File: src/rtl/core/spb_pkg.sv
package spb_pkg;

   // input item: one spectrum bin with its frame context
   typedef struct packed {
      logic [15:0] bin_value;
      logic [15:0] frame_bins;
      logic [31:0] frame_index;
   } req_payload_type;

   // result item: one halfword of a packet
   typedef struct packed {
      logic [15:0] halfword;
      logic        packet_end;
   } rsp_payload_type;

   // register reset and packet sizing
   localparam logic [13:0] MTU_RESET       = 14'd1500;
   localparam logic [13:0] MTU_SMALL_LIMIT = 14'd70;
   localparam logic [13:0] MTU_OVERHEAD    = 14'd68;
   localparam logic [15:0] HDR_WORD_BASE   = 16'd10;

   // fixed header and subheader contents
   localparam logic [15:0] HDR_TYPE        = 16'h3000;
   localparam logic [15:0] STREAM_ID_HI    = 16'h4000;
   localparam logic [15:0] STREAM_ID_LO    = 16'h0000;
   localparam logic [15:0] OUI_HI          = 16'h0000;
   localparam logic [15:0] OUI_LO          = 16'h1C2D;
   localparam logic [15:0] CLASS_HI        = 16'h534C;
   localparam logic [15:0] CLASS_LO        = 16'h8003;
   localparam logic [15:0] SUBHDR_FORMAT   = 16'd2;

   // halfword positions within a packet opening
   localparam logic [4:0] IDX_HDR_TYPE     = 5'd0;
   localparam logic [4:0] IDX_SIZE         = 5'd1;
   localparam logic [4:0] IDX_SID_HI       = 5'd2;
   localparam logic [4:0] IDX_SID_LO       = 5'd3;
   localparam logic [4:0] IDX_OUI_HI       = 5'd4;
   localparam logic [4:0] IDX_OUI_LO       = 5'd5;
   localparam logic [4:0] IDX_CLASS_HI     = 5'd6;
   localparam logic [4:0] IDX_CLASS_LO     = 5'd7;
   localparam logic [4:0] IDX_FIRST_BIN    = 5'd14;
   localparam logic [4:0] IDX_BIN_COUNT    = 5'd15;
   localparam logic [4:0] IDX_FORMAT       = 5'd16;
   localparam logic [4:0] IDX_FRAME_BINS   = 5'd17;
   localparam logic [4:0] IDX_FRAME_HI     = 5'd18;
   localparam logic [4:0] IDX_FRAME_LO     = 5'd19;
   localparam logic [4:0] IDX_BIN          = 5'd20;

endpackage

File: src/rtl/core/spectrum_bin_packetizer.sv
// an input transfer reaches rsp via the work register, then the output register
// a bin that opens a packet gives 21 results (header, subheader, bin)
// and holds req_stall high while its header and subheader go out
// other bins give 1 result; between openings, unstalled, one transfer per cycle per side
// the single output register sets the pace: one halfword leaves per cycle unless rsp_stall
// synchronous reset: packet state and sequence clear, bins per packet reset for MTU 1500
module spectrum_bin_packetizer (
   input  logic                     clock,
   input  logic                     reset,
   input  logic                     req_valid,
   output logic                     req_stall,
   input  spb_pkg::req_payload_type req_payload,
   output logic                     rsp_valid,
   input  logic                     rsp_stall,
   output spb_pkg::rsp_payload_type rsp_payload,
   input  logic                     csr_valid,
   output logic                     csr_ready,
   input  logic [13:0]              csr_data
);
   import spb_pkg::*;

   // bins per packet, kept ready from the last register write
   logic [12:0] bpp_ff, bpp_in;

   // packet and frame tracking state
   logic [3:0]  seq_ff, seq_in;
   logic [15:0] fpos_ff, fpos_in;
   logic [15:0] ppos_ff, ppos_in;
   logic [15:0] pcount_ff, pcount_in;

   // work register: the accepted bin and what its packet opening needs
   logic        stg_valid_ff, stg_valid_in;
   logic [4:0]  stg_idx_ff, stg_idx_in;
   logic        stg_start_ff;
   logic        stg_last_ff;
   logic [3:0]  stg_seq_ff;
   logic [15:0] stg_words_ff;
   logic [15:0] stg_fpos_ff;
   logic [15:0] stg_count_ff;
   logic [15:0] stg_fbins_ff;
   logic [31:0] stg_findex_ff;
   logic [15:0] stg_bin_ff;

   // output register
   logic            rsp_valid_ff, rsp_valid_in;
   rsp_payload_type rsp_payload_ff, rsp_payload_in;

   // packet decisions for the bin at the input
   logic        req_xfer;
   logic        start;
   logic [15:0] fbins;
   logic [15:0] fpos0;
   logic [15:0] left;
   logic [15:0] count;
   logic [15:0] pkt_count;
   logic [15:0] ppos_next;
   logic [15:0] fpos_next;
   logic        last;

   // output side control
   logic        out_load;
   logic        final_word;
   logic [15:0] word;

   // configuration write: always ready
   assign csr_ready = 1'b1;

   always_comb begin
      if (csr_data < MTU_SMALL_LIMIT) begin
         bpp_in = 13'd1;
      end else begin
         bpp_in = 13'((csr_data - MTU_OVERHEAD) >> 1);
      end
   end

   always_ff @(posedge clock) begin
      if (reset) begin
         bpp_ff <= 13'((MTU_RESET - MTU_OVERHEAD) >> 1);
      end else if (csr_valid && csr_ready) begin
         bpp_ff <= bpp_in;
      end
   end

   // packet sizing and state update for the incoming bin
   always_comb begin
      fbins     = (req_payload.frame_bins == 16'd0) ? 16'd1 : req_payload.frame_bins;
      start     = (ppos_ff == 16'd0);
      fpos0     = (start && (fpos_ff >= fbins)) ? 16'd0 : fpos_ff;
      left      = fbins - fpos0;
      count     = (left < {3'd0, bpp_ff}) ? left : {3'd0, bpp_ff};
      pkt_count = start ? count : pcount_ff;
      ppos_next = ppos_ff + 16'd1;
      fpos_next = fpos0 + 16'd1;
      last      = (ppos_next >= pkt_count);

      seq_in    = seq_ff;
      fpos_in   = fpos_ff;
      ppos_in   = ppos_ff;
      pcount_in = pcount_ff;
      if (req_xfer) begin
         pcount_in = pkt_count;
         if (last) begin
            ppos_in = 16'd0;
            seq_in  = seq_ff + 4'd1;
            fpos_in = (fpos_next >= fbins) ? 16'd0 : fpos_next;
         end else begin
            ppos_in = ppos_next;
            fpos_in = fpos_next;
         end
      end
   end

   always_ff @(posedge clock) begin
      if (reset) begin
         seq_ff    <= '0;
         fpos_ff   <= '0;
         ppos_ff   <= '0;
         pcount_ff <= '0;
      end else begin
         seq_ff    <= seq_in;
         fpos_ff   <= fpos_in;
         ppos_ff   <= ppos_in;
         pcount_ff <= pcount_in;
      end
   end

   // handshake between work register and output register
   assign out_load   = stg_valid_ff && (!rsp_valid_ff || !rsp_stall);
   assign final_word = !stg_start_ff || (stg_idx_ff == IDX_BIN);
   assign req_stall  = stg_valid_ff && !(out_load && final_word);
   assign req_xfer   = req_valid && !req_stall;

   // work register control
   always_comb begin
      stg_valid_in = stg_valid_ff;
      stg_idx_in   = stg_idx_ff;
      if (req_xfer) begin
         stg_valid_in = 1'b1;
         stg_idx_in   = IDX_HDR_TYPE;
      end else if (out_load && final_word) begin
         stg_valid_in = 1'b0;
      end else if (out_load) begin
         stg_idx_in   = stg_idx_ff + 5'd1;
      end
   end

   always_ff @(posedge clock) begin
      if (reset) begin
         stg_valid_ff <= 1'b0;
         stg_idx_ff   <= '0;
      end else begin
         stg_valid_ff <= stg_valid_in;
         stg_idx_ff   <= stg_idx_in;
      end
   end

   // work register payload
   always_ff @(posedge clock) begin
      if (req_xfer) begin
         stg_start_ff  <= start;
         stg_last_ff   <= last;
         stg_seq_ff    <= seq_ff;
         stg_words_ff  <= HDR_WORD_BASE + {1'b0, count[15:1]};
         stg_fpos_ff   <= fpos0;
         stg_count_ff  <= count;
         stg_fbins_ff  <= fbins;
         stg_findex_ff <= req_payload.frame_index;
         stg_bin_ff    <= req_payload.bin_value;
      end
   end

   // halfword select for the current position
   always_comb begin
      if (!stg_start_ff) begin
         word = stg_bin_ff;
      end else begin
         case (stg_idx_ff)
            IDX_HDR_TYPE:   word = HDR_TYPE | {12'd0, stg_seq_ff};
            IDX_SIZE:       word = stg_words_ff;
            IDX_SID_HI:     word = STREAM_ID_HI;
            IDX_SID_LO:     word = STREAM_ID_LO;
            IDX_OUI_HI:     word = OUI_HI;
            IDX_OUI_LO:     word = OUI_LO;
            IDX_CLASS_HI:   word = CLASS_HI;
            IDX_CLASS_LO:   word = CLASS_LO;
            IDX_FIRST_BIN:  word = stg_fpos_ff;
            IDX_BIN_COUNT:  word = stg_count_ff;
            IDX_FORMAT:     word = SUBHDR_FORMAT;
            IDX_FRAME_BINS: word = stg_fbins_ff;
            IDX_FRAME_HI:   word = stg_findex_ff[31:16];
            IDX_FRAME_LO:   word = stg_findex_ff[15:0];
            IDX_BIN:        word = stg_bin_ff;
            default:        word = 16'd0;
         endcase
      end
   end

   // output register
   always_comb begin
      rsp_valid_in   = out_load || (rsp_valid_ff && rsp_stall);
      rsp_payload_in = rsp_payload_ff;
      if (out_load) begin
         rsp_payload_in.halfword   = word;
         rsp_payload_in.packet_end = final_word && stg_last_ff;
      end
   end

   always_ff @(posedge clock) begin
      if (reset) begin
         rsp_valid_ff <= 1'b0;
      end else begin
         rsp_valid_ff <= rsp_valid_in;
      end
   end

   always_ff @(posedge clock) begin
      rsp_payload_ff <= rsp_payload_in;
   end

   assign rsp_valid   = rsp_valid_ff;
   assign rsp_payload = rsp_payload_ff;

endmodule

File: config.mk
export PLATFORM = sky130hd
export DESIGN_NAME = spectrum_bin_packetizer
export DESIGN_NICKNAME = d
export VERILOG_FILES = /design/src/rtl/core/spb_pkg.sv /design/src/rtl/core/spectrum_bin_packetizer.sv
export SDC_FILE = /design/constraint.sdc
export NUM_CORES = 1
export LEC_CHECK = 0
export BUFFER_PORTS_ARGS = -buffer_cell sky130_fd_sc_hd__buf_2
export CORE_UTILIZATION = 30
export DETAILED_ROUTE_END_ITERATION = 6
export SLEW_MARGIN = 10
export SYNTH_ARGS = -nofsm -noshare
export SYNTH_HDL_FRONTEND = slang
export SYNTH_SLANG_ARGS = --single-unit
export TNS_END_PERCENT = 1
File: constraint.sdc
create_clock -name clock -period 9.93 [get_ports clock]
set_input_delay 1.986 -clock clock [delete_from_list [all_inputs] [get_ports clock]]
set_output_delay 1.986 -clock clock [all_outputs]
set_load 0.005 [all_outputs]
==> results.md, run 1 <==
- Outcome: completed
- Most frequent CP cell: a21o_1
- Drt via density: about 5.0
- GR Util All Layers: roughly 16%
- Post-placement cell area: between 0.01 and 0.015 mm^2
- WP data required: 10.41 ns
- DRC: 0
- RSZ-0062 raised after global routing: false
- Primary FF master, synth: edfxtp_1
- CTS tree: done
- Dpl hpwl: 23.0 mm
- Total CTS buffers: 25
- Die ar.: 0.0385 mm^2
- Layout net count: 1406
- Fillers: 3668
- Via Count: between 8000 and 9000
- Critical-path top delay cell: fa_1
- Slew of the pin with the lowest slew margin: ~1.2 ns
- Max-slew violations: 0
- Achievable clock frequency: about 110 MHz
- Sum Neg Setup Slack: 0 ns
- Clock tree buffer depth: 3
- Die height: 196 um
- Final instance area: 0.0137 mm^2
- # IOs: 103
- Post-CTS Hold Fix Bufs: 0
- Hold Crit Class: register to register
- Routed len/inst: 17.4 um
- IO buf count: 100
- Tmin final: 9.40 ns
- Critical Path Source Type: primary input
- Final period util: 94.7%
- Detail Route Antenna Nets: 0
- PwrDens: 166 mW/mm^2
- CP Capture Type: register
- Clock Skew: 0.0125 ns
- WP data arrival: approximately 9.9 ns
- Flip-flop and latch area: 0.00547 mm^2
- Synthesized instance count: 1089
- Synthesized cell area: 0.0113 mm^2
- Final setup fails: 0
- Drt total wl: a little over 30 mm
- Pin count of the biggest net entering global routing: 88
- Clock transition at path regs: 0.06 ns
- Static Leak: around 5.6 nW
- # Max-Cap Violations: 0
- Final Util: 37.1%
- Max FO, Critical Path: 15
- First-pass GRT wire length: about 48 mm
- H-tree depth: 1
- Mean Syn Cell Area: ~10 um^2
- Core area: 0.0369 mm^2
- Sink Count: 206
- N_diodes: 0
- Final Hold Viols: 0
- Seq cells post-synth: 206
- Post-synthesis sequential area ratio: 48.3%
- # rows: 70
- Total power draw: 2.26 mW
- Ys Warns: 0
- Vias in the first global route: 8599
- Drt pass-1 iters: 5
- Worst slew margin: 18.1%
- Grt ovf: 0
- Die Wd: around 200 um
- Initial Utilization: 30.7%
- Setup CP Type: primary input to register
- Clock latency at the later pin of the worst-skew pair: ~0.55 ns
- CP peak stage delay: 0.40 ns
- Fraction of registers with async set or reset after synthesis: 0%
- Share of cells above drive strength 1: 18.8%
- Initial antenna violation count: 0
- Hold Slack: 0.463 ns
- Netlist cell types: 70
- 1st-iter DRT viols: ~630
- Post-synth EDFFs: 134
- Area Growth Syn to Fin: 20.7%
- Root Driver: clkbuf_16
- Placer Congestion: 0.897
- Multi-input gate area: 0.00536 mm^2
- VDD IR max: 108 uV
==> synth_stat cells, drive strengths merged (5+ instances only) <==
library cell	instances	area [um^2]
a2111oi	7	100
a211oi	17	128
a21o	18	135
a21oi	78	398
a221oi	15	138
a222oi	10	100
a22o	22	193
a22oi	30	225
and2	17	109
and3	25	156
clkbuf	52	195
dfxtp	72	1440
edfxtp	134	4020
ha	87	1090
inv	86	323
mux2i	12	120
nand2	66	248
nand2b	17	106
nand3	24	120
nand4	12	81.3
nor2	80	300
nor2b	10	62.6
nor3	11	55.1
nor4	9	83.8
o21a	6	45.0
o21ai	46	234
o22ai	13	81.3
o41ai	5	43.8
xnor2	38	352
xor2	22	193
==> stage by stage <==
stage	setup slack [ns]	instances
after floorplan	0.0859	1094
final	0.525	1757
after detailed placement	-0.148	1712
after global routing	0.0317	1757
after global placement	0.0160	1712
after CTS	0.367	1757
==> path summary, 6_finish.rpt <==
check	cells past startpoint	startpoint	slack, ns	end
max	40	req_payload[40]	0.53	fpos_ff[13]
min	1	pcount_ff[14]	0.46	pcount_ff[14]
max reg2reg	37	fpos_ff[11]	1.98	fpos_ff[13]
min reg2reg	1	pcount_ff[14]	0.46	pcount_ff[14]
==> area by class of cell <==
type | count | area share (%)
multi-input combinational | 746 | 39.2
clock buffer | 33 | 5.09
clock inverter | 12 | 1.20
timing repair buffer | 170 | 7.51
inverter | 86 | 2.38
sequential | 206 | 40.0
tap | 504 | 4.61
==> report_power, final <==
part	switching, mW	leakage, nW	internal [mW]
combinational	0.190	3.33	0.124
sequential	0.0245	1.88	0.977
clock	0.371	0.424	0.576
total	0.586	5.64	1.68
==> what timing repair did <==
item,in CTS,in global routing
setup buffers,0,0
endpoints found under the setup margin,0,26
resized for setup,0,4
==> routing by layer <==
layer  up-vias  track usage, %  share of wire, %
met5         -               0                 0
met4         0            5.47               3.1
met3        49            2.29               5.5
met2       233            25.3                45
met1      4248            21.9                47
li1       4325               -                 -
==> sequential cells by signal, indices dropped and copies added (netlist names), 4 cells and up <==
signal and cells:
stg_words_ff 16, bpp_ff 13, stg_count_ff 15, stg_seq_ff 4, stg_findex_ff 32, stg_fpos_ff 16, rsp_payload 17, pcount_ff 16
stg_fbins_ff 16, seq_ff 4, stg_idx_ff 5, fpos_ff 16, ppos_ff 16, stg_bin_ff 16
==> kinds of logic after synthesis <==
logic type      share of synthesized area, %
mux                                     1.06
compound gates                          18.5
flops                                   48.3
fa+ha+maj                               9.79
other cells                           0.0663
buf+inv                                 4.83
simple gates                            12.7
xor+xnor                                4.81
==> layout by cell type, fill, tap and decap left out, types with 30 or more instances in the layout <==
cell type / count
buf_4: 70
nor2_1: 80
edfxtp_1: 134
buf_2: 100
a22oi_1: 30
xnor2_1: 37
inv_1: 84
a21oi_1: 74
o21ai_0: 43
nand2_1: 66
dfxtp_1: 72
ha_1: 87
==> critical path: cells and delay by family <==
family	cells	cell delay (ns)
AO/OA/AOI/OAI	21	4.01
XOR/XNOR	1	0.29
adder cells (fa/ha/maj)	5	1.40
buffers and inverters	4	0.72
multiplexers	2	0.34
AND/OR/NAND/NOR	7	1.14
(Power assumes the default switching activity.)
==> run 2: changes to the inputs <==
--- a/config.mk
+++ b/config.mk
@@ -7,7 +7,9 @@
 export LEC_CHECK = 0
 export BUFFER_PORTS_ARGS = -buffer_cell sky130_fd_sc_hd__buf_2
 export CORE_UTILIZATION = 30
+export CTS_CLUSTER_SIZE = 12
 export DETAILED_ROUTE_END_ITERATION = 6
+export PLACE_DENSITY = 0.49
 export SLEW_MARGIN = 10
 export SYNTH_ARGS = -nofsm -noshare
 export SYNTH_HDL_FRONTEND = slang
==> run 2 against run 1 <==
Against the previous run:
- worst hold slack got worse by 0.013 ns
- largest cell class unchanged
- register-to-register slack improved by 0.09 ns
- non-clock buffer count increased by 23
- critical path depth grew 2
- largest power group unchanged
- cell count increased by 1.5%
- utilization rose by 0.77 points
- clock skew increased by 0.0045 ns
- critical path type unchanged
==> results.md, run 2 (synthesis gave the netlist of run 1 again) <==
- Via Count: 8836 (was 8855)
- CP Capture Type: register (unchanged)
- Area Growth Syn to Fin: 23.2% (was 20.7%)
- Max FO, Critical Path: 6 (was 15)
- Outcome: completed (unchanged)
- DRC: 0 (unchanged)
- Drt pass-1 iters: 5 (unchanged)
- Worst slew margin: 34.9% (was 18.1%)
- Grt ovf: 0 (unchanged)
- Die Wd: 196 um (unchanged)
- 1st-iter DRT viols: 561 (was 629)
- Max-slew violations: 0 (unchanged)
- Root Driver: clkbuf_16 (unchanged)
- Initial Utilization: 30.7% (unchanged)
- DP Worst Slack: -0.150 ns (was -0.148 ns)
- N_diodes: 0 (unchanged)
- Most frequent cells in the layout: edfxtp_1 (134), buf_2 (100), buf_4 (91), ha_1 (86), inv_1 (84) (was edfxtp_1 (134), buf_2 (100), ha_1 (87), inv_1 (84), nor2_1 (80))
- Vias in the first global route: 8603 (was 8599)
- Setup CP Type: primary input to register (unchanged)
- Static Leak: 5.77 nW (was 5.64 nW)
- Final Hold Viols: 0 (unchanged)
- WP data arrival: 9.78 ns (was 9.88 ns)
- Largest register FFs: 32 (unchanged)
- # IOs: 103 (unchanged)
- Pin count of the biggest net entering global routing: 71 (was 88)
- Initial antenna violation count: 1 (was 0)
- Post-placement cell area: 0.0129 mm^2 (was 0.0128 mm^2)
- Hold Slack: 0.450 ns (was 0.463 ns)
- Core area: 0.0369 mm^2 (unchanged)
- GR Util All Layers: 16.6% (was 15.9%)
- Final Util: 37.8% (was 37.1%)
- VDD IR max: 125 uV (was 108 uV)
- Critical-path top delay cell: fa_1 (unchanged)
- Die height: 196 um (unchanged)
- Detail Route Antenna Nets: 0 (unchanged)
- PwrDens: 166 mW/mm^2 (about the same)
- Slew of the pin with the lowest slew margin: 0.976 ns (was 1.22 ns)
- Placer Congestion: 0.866 (was 0.897)
- Commonest non-fill, non-tap cell in the layout: edfxtp_1 (unchanged)
- Clock tree buffer depth: 3 (unchanged)
- Drt via density: 4.96 (was 5.04)
- Tmin final: 9.30 ns (was 9.40 ns)
- # rows: 70 (unchanged)
- Total CTS buffers: 26 (was 25)
- Final instance area: 0.0140 mm^2 (was 0.0137 mm^2)
- Clock transition at path regs: 0.06 ns (about the same)
- Flip-flop and latch area: 0.00547 mm^2 (unchanged)
- IO buf count: 100 (unchanged)
- Routed len/inst: 17.8 um (was 17.4 um)
- Layout net count: 1430 (was 1406)
- Sink Count: 206 (unchanged)
- Top reg by flops: stg_findex_ff (unchanged)
- Share of cells above drive strength 1: 21.0% (was 18.8%)
- Clock Skew: 0.0170 ns (was 0.0125 ns)
- CP peak stage delay: 0.41 ns (was 0.40 ns)
- WP data required: 10.40 ns (was 10.41 ns)
- Dpl hpwl: 23.6 mm (was 23.0 mm)
- Final period util: 93.7% (was 94.7%)
- Clock latency at the later pin of the worst-skew pair: 0.55 ns (about the same)
- Multi-input gate area: 0.00541 mm^2 (was 0.00536 mm^2)
- First-pass GRT wire length: 49.5 mm (was 48.0 mm)
- Final setup fails: 0 (unchanged)
- Hold Crit Class: register to register (unchanged)
- Fillers: 3699 (was 3668)
- Die ar.: 0.0385 mm^2 (unchanged)
- Final setup margin: 0.626 ns (was 0.525 ns)
- H-tree depth: 1 (unchanged)
- CTS tree: done (unchanged)
- Drt total wl: 31.7 mm (was 30.6 mm)
- # Max-Cap Violations: 0 (unchanged)
- Achievable clock frequency: 107 MHz (was 106 MHz)
- Critical Path Source Type: primary input (unchanged)
==> run 2: cell count changes in the layout (fill, tap and decap cells not counted), moves of 2 or more <==
cell        change
buf_4          +21
clkbuf_16       +4
clkinvlp_4      +3
nor4_1          -3
buf_6           +2
inv_6           -2
nor4_2          +2
==> run 2: final cells by class <==
type	count	area share, %
Sequential cell	206	39.2
Multi-Input combinational cell	746	38.8
Timing Repair Buffer	193	8.65
Clock buffer	37	5.63
Tap cell	504	4.52
Inverter	86	2.33
Clock inverter	11	0.906
==> run 2: metal layers <==
| layer | vias to the layer above | GRT usage (%) | routed length (um) |
|---|---|---|---|
| met3 | 51 | 2.48 | 1370 |
| met5 | - | 0 | 7 |
| met2 | 201 | 25.7 | 14000 |
| li1 | 4391 | - | - |
| met1 | 4191 | 23.6 | 15400 |
| met4 | 2 | 5.21 | 947 |
==> run 2: critical path: cells and delay by family <==
| kind | cells | cell delay (ns) |
|---|---|---|
| multiplexers | 1 | 0.26 |
| adder cells (fa/ha/maj) | 5 | 1.46 |
| buffers and inverters | 5 | 0.65 |
| AO/OA/AOI/OAI | 22 | 3.82 |
| AND/OR/NAND/NOR | 8 | 1.31 |
| XOR/XNOR | 1 | 0.28 |
==> run 2: final timing paths <==
check / start / slack (ns) / endpoint / depth (start not counted)
setup / recovery: req_payload[40] / 0.63 / fpos_ff[14] / 42
hold / removal: seq_ff[3] / 0.45 / stg_seq_ff[3] / 0
setup reg to reg: ppos_ff[0] / 2.07 / fpos_ff[14] / 40
hold reg to reg: seq_ff[3] / 0.45 / stg_seq_ff[3] / 0
==> run 2: power breakdown <==
part / total (mW) / leakage, nW / internal [mW] / switching, mW
clock: 0.985 / 0.438 / 0.605 / 0.380
sequential: 1.00 / 1.88 / 0.977 / 0.0246
combinational: 0.325 / 3.44 / 0.132 / 0.193
total: 2.31 / 5.77 / 1.71 / 0.597
==> run 2: metrics by stage <==
step | TNS [ns] | instances | power, mW
4_1_cts | 0 | 1778 | 2.33
2_1_floorplan | 0 | 1094 | 1.20
3_3_place_gp | -0.853 | 1730 | 1.34
6_report | 0 | 1783 | 2.31
3_5_place_dp | -1.24 | 1730 | 1.34
5_1_grt | -0.0261 | 1783 | 2.41
==> run 2: what timing repair did <==
item | CTS | global route
buffers inserted | 0 | 5
hold buffers | 0 | 0
endpoints found under the setup margin | 0 | 36
resized for setup | 0 | 16
hold endpoints to repair | 0 | 0
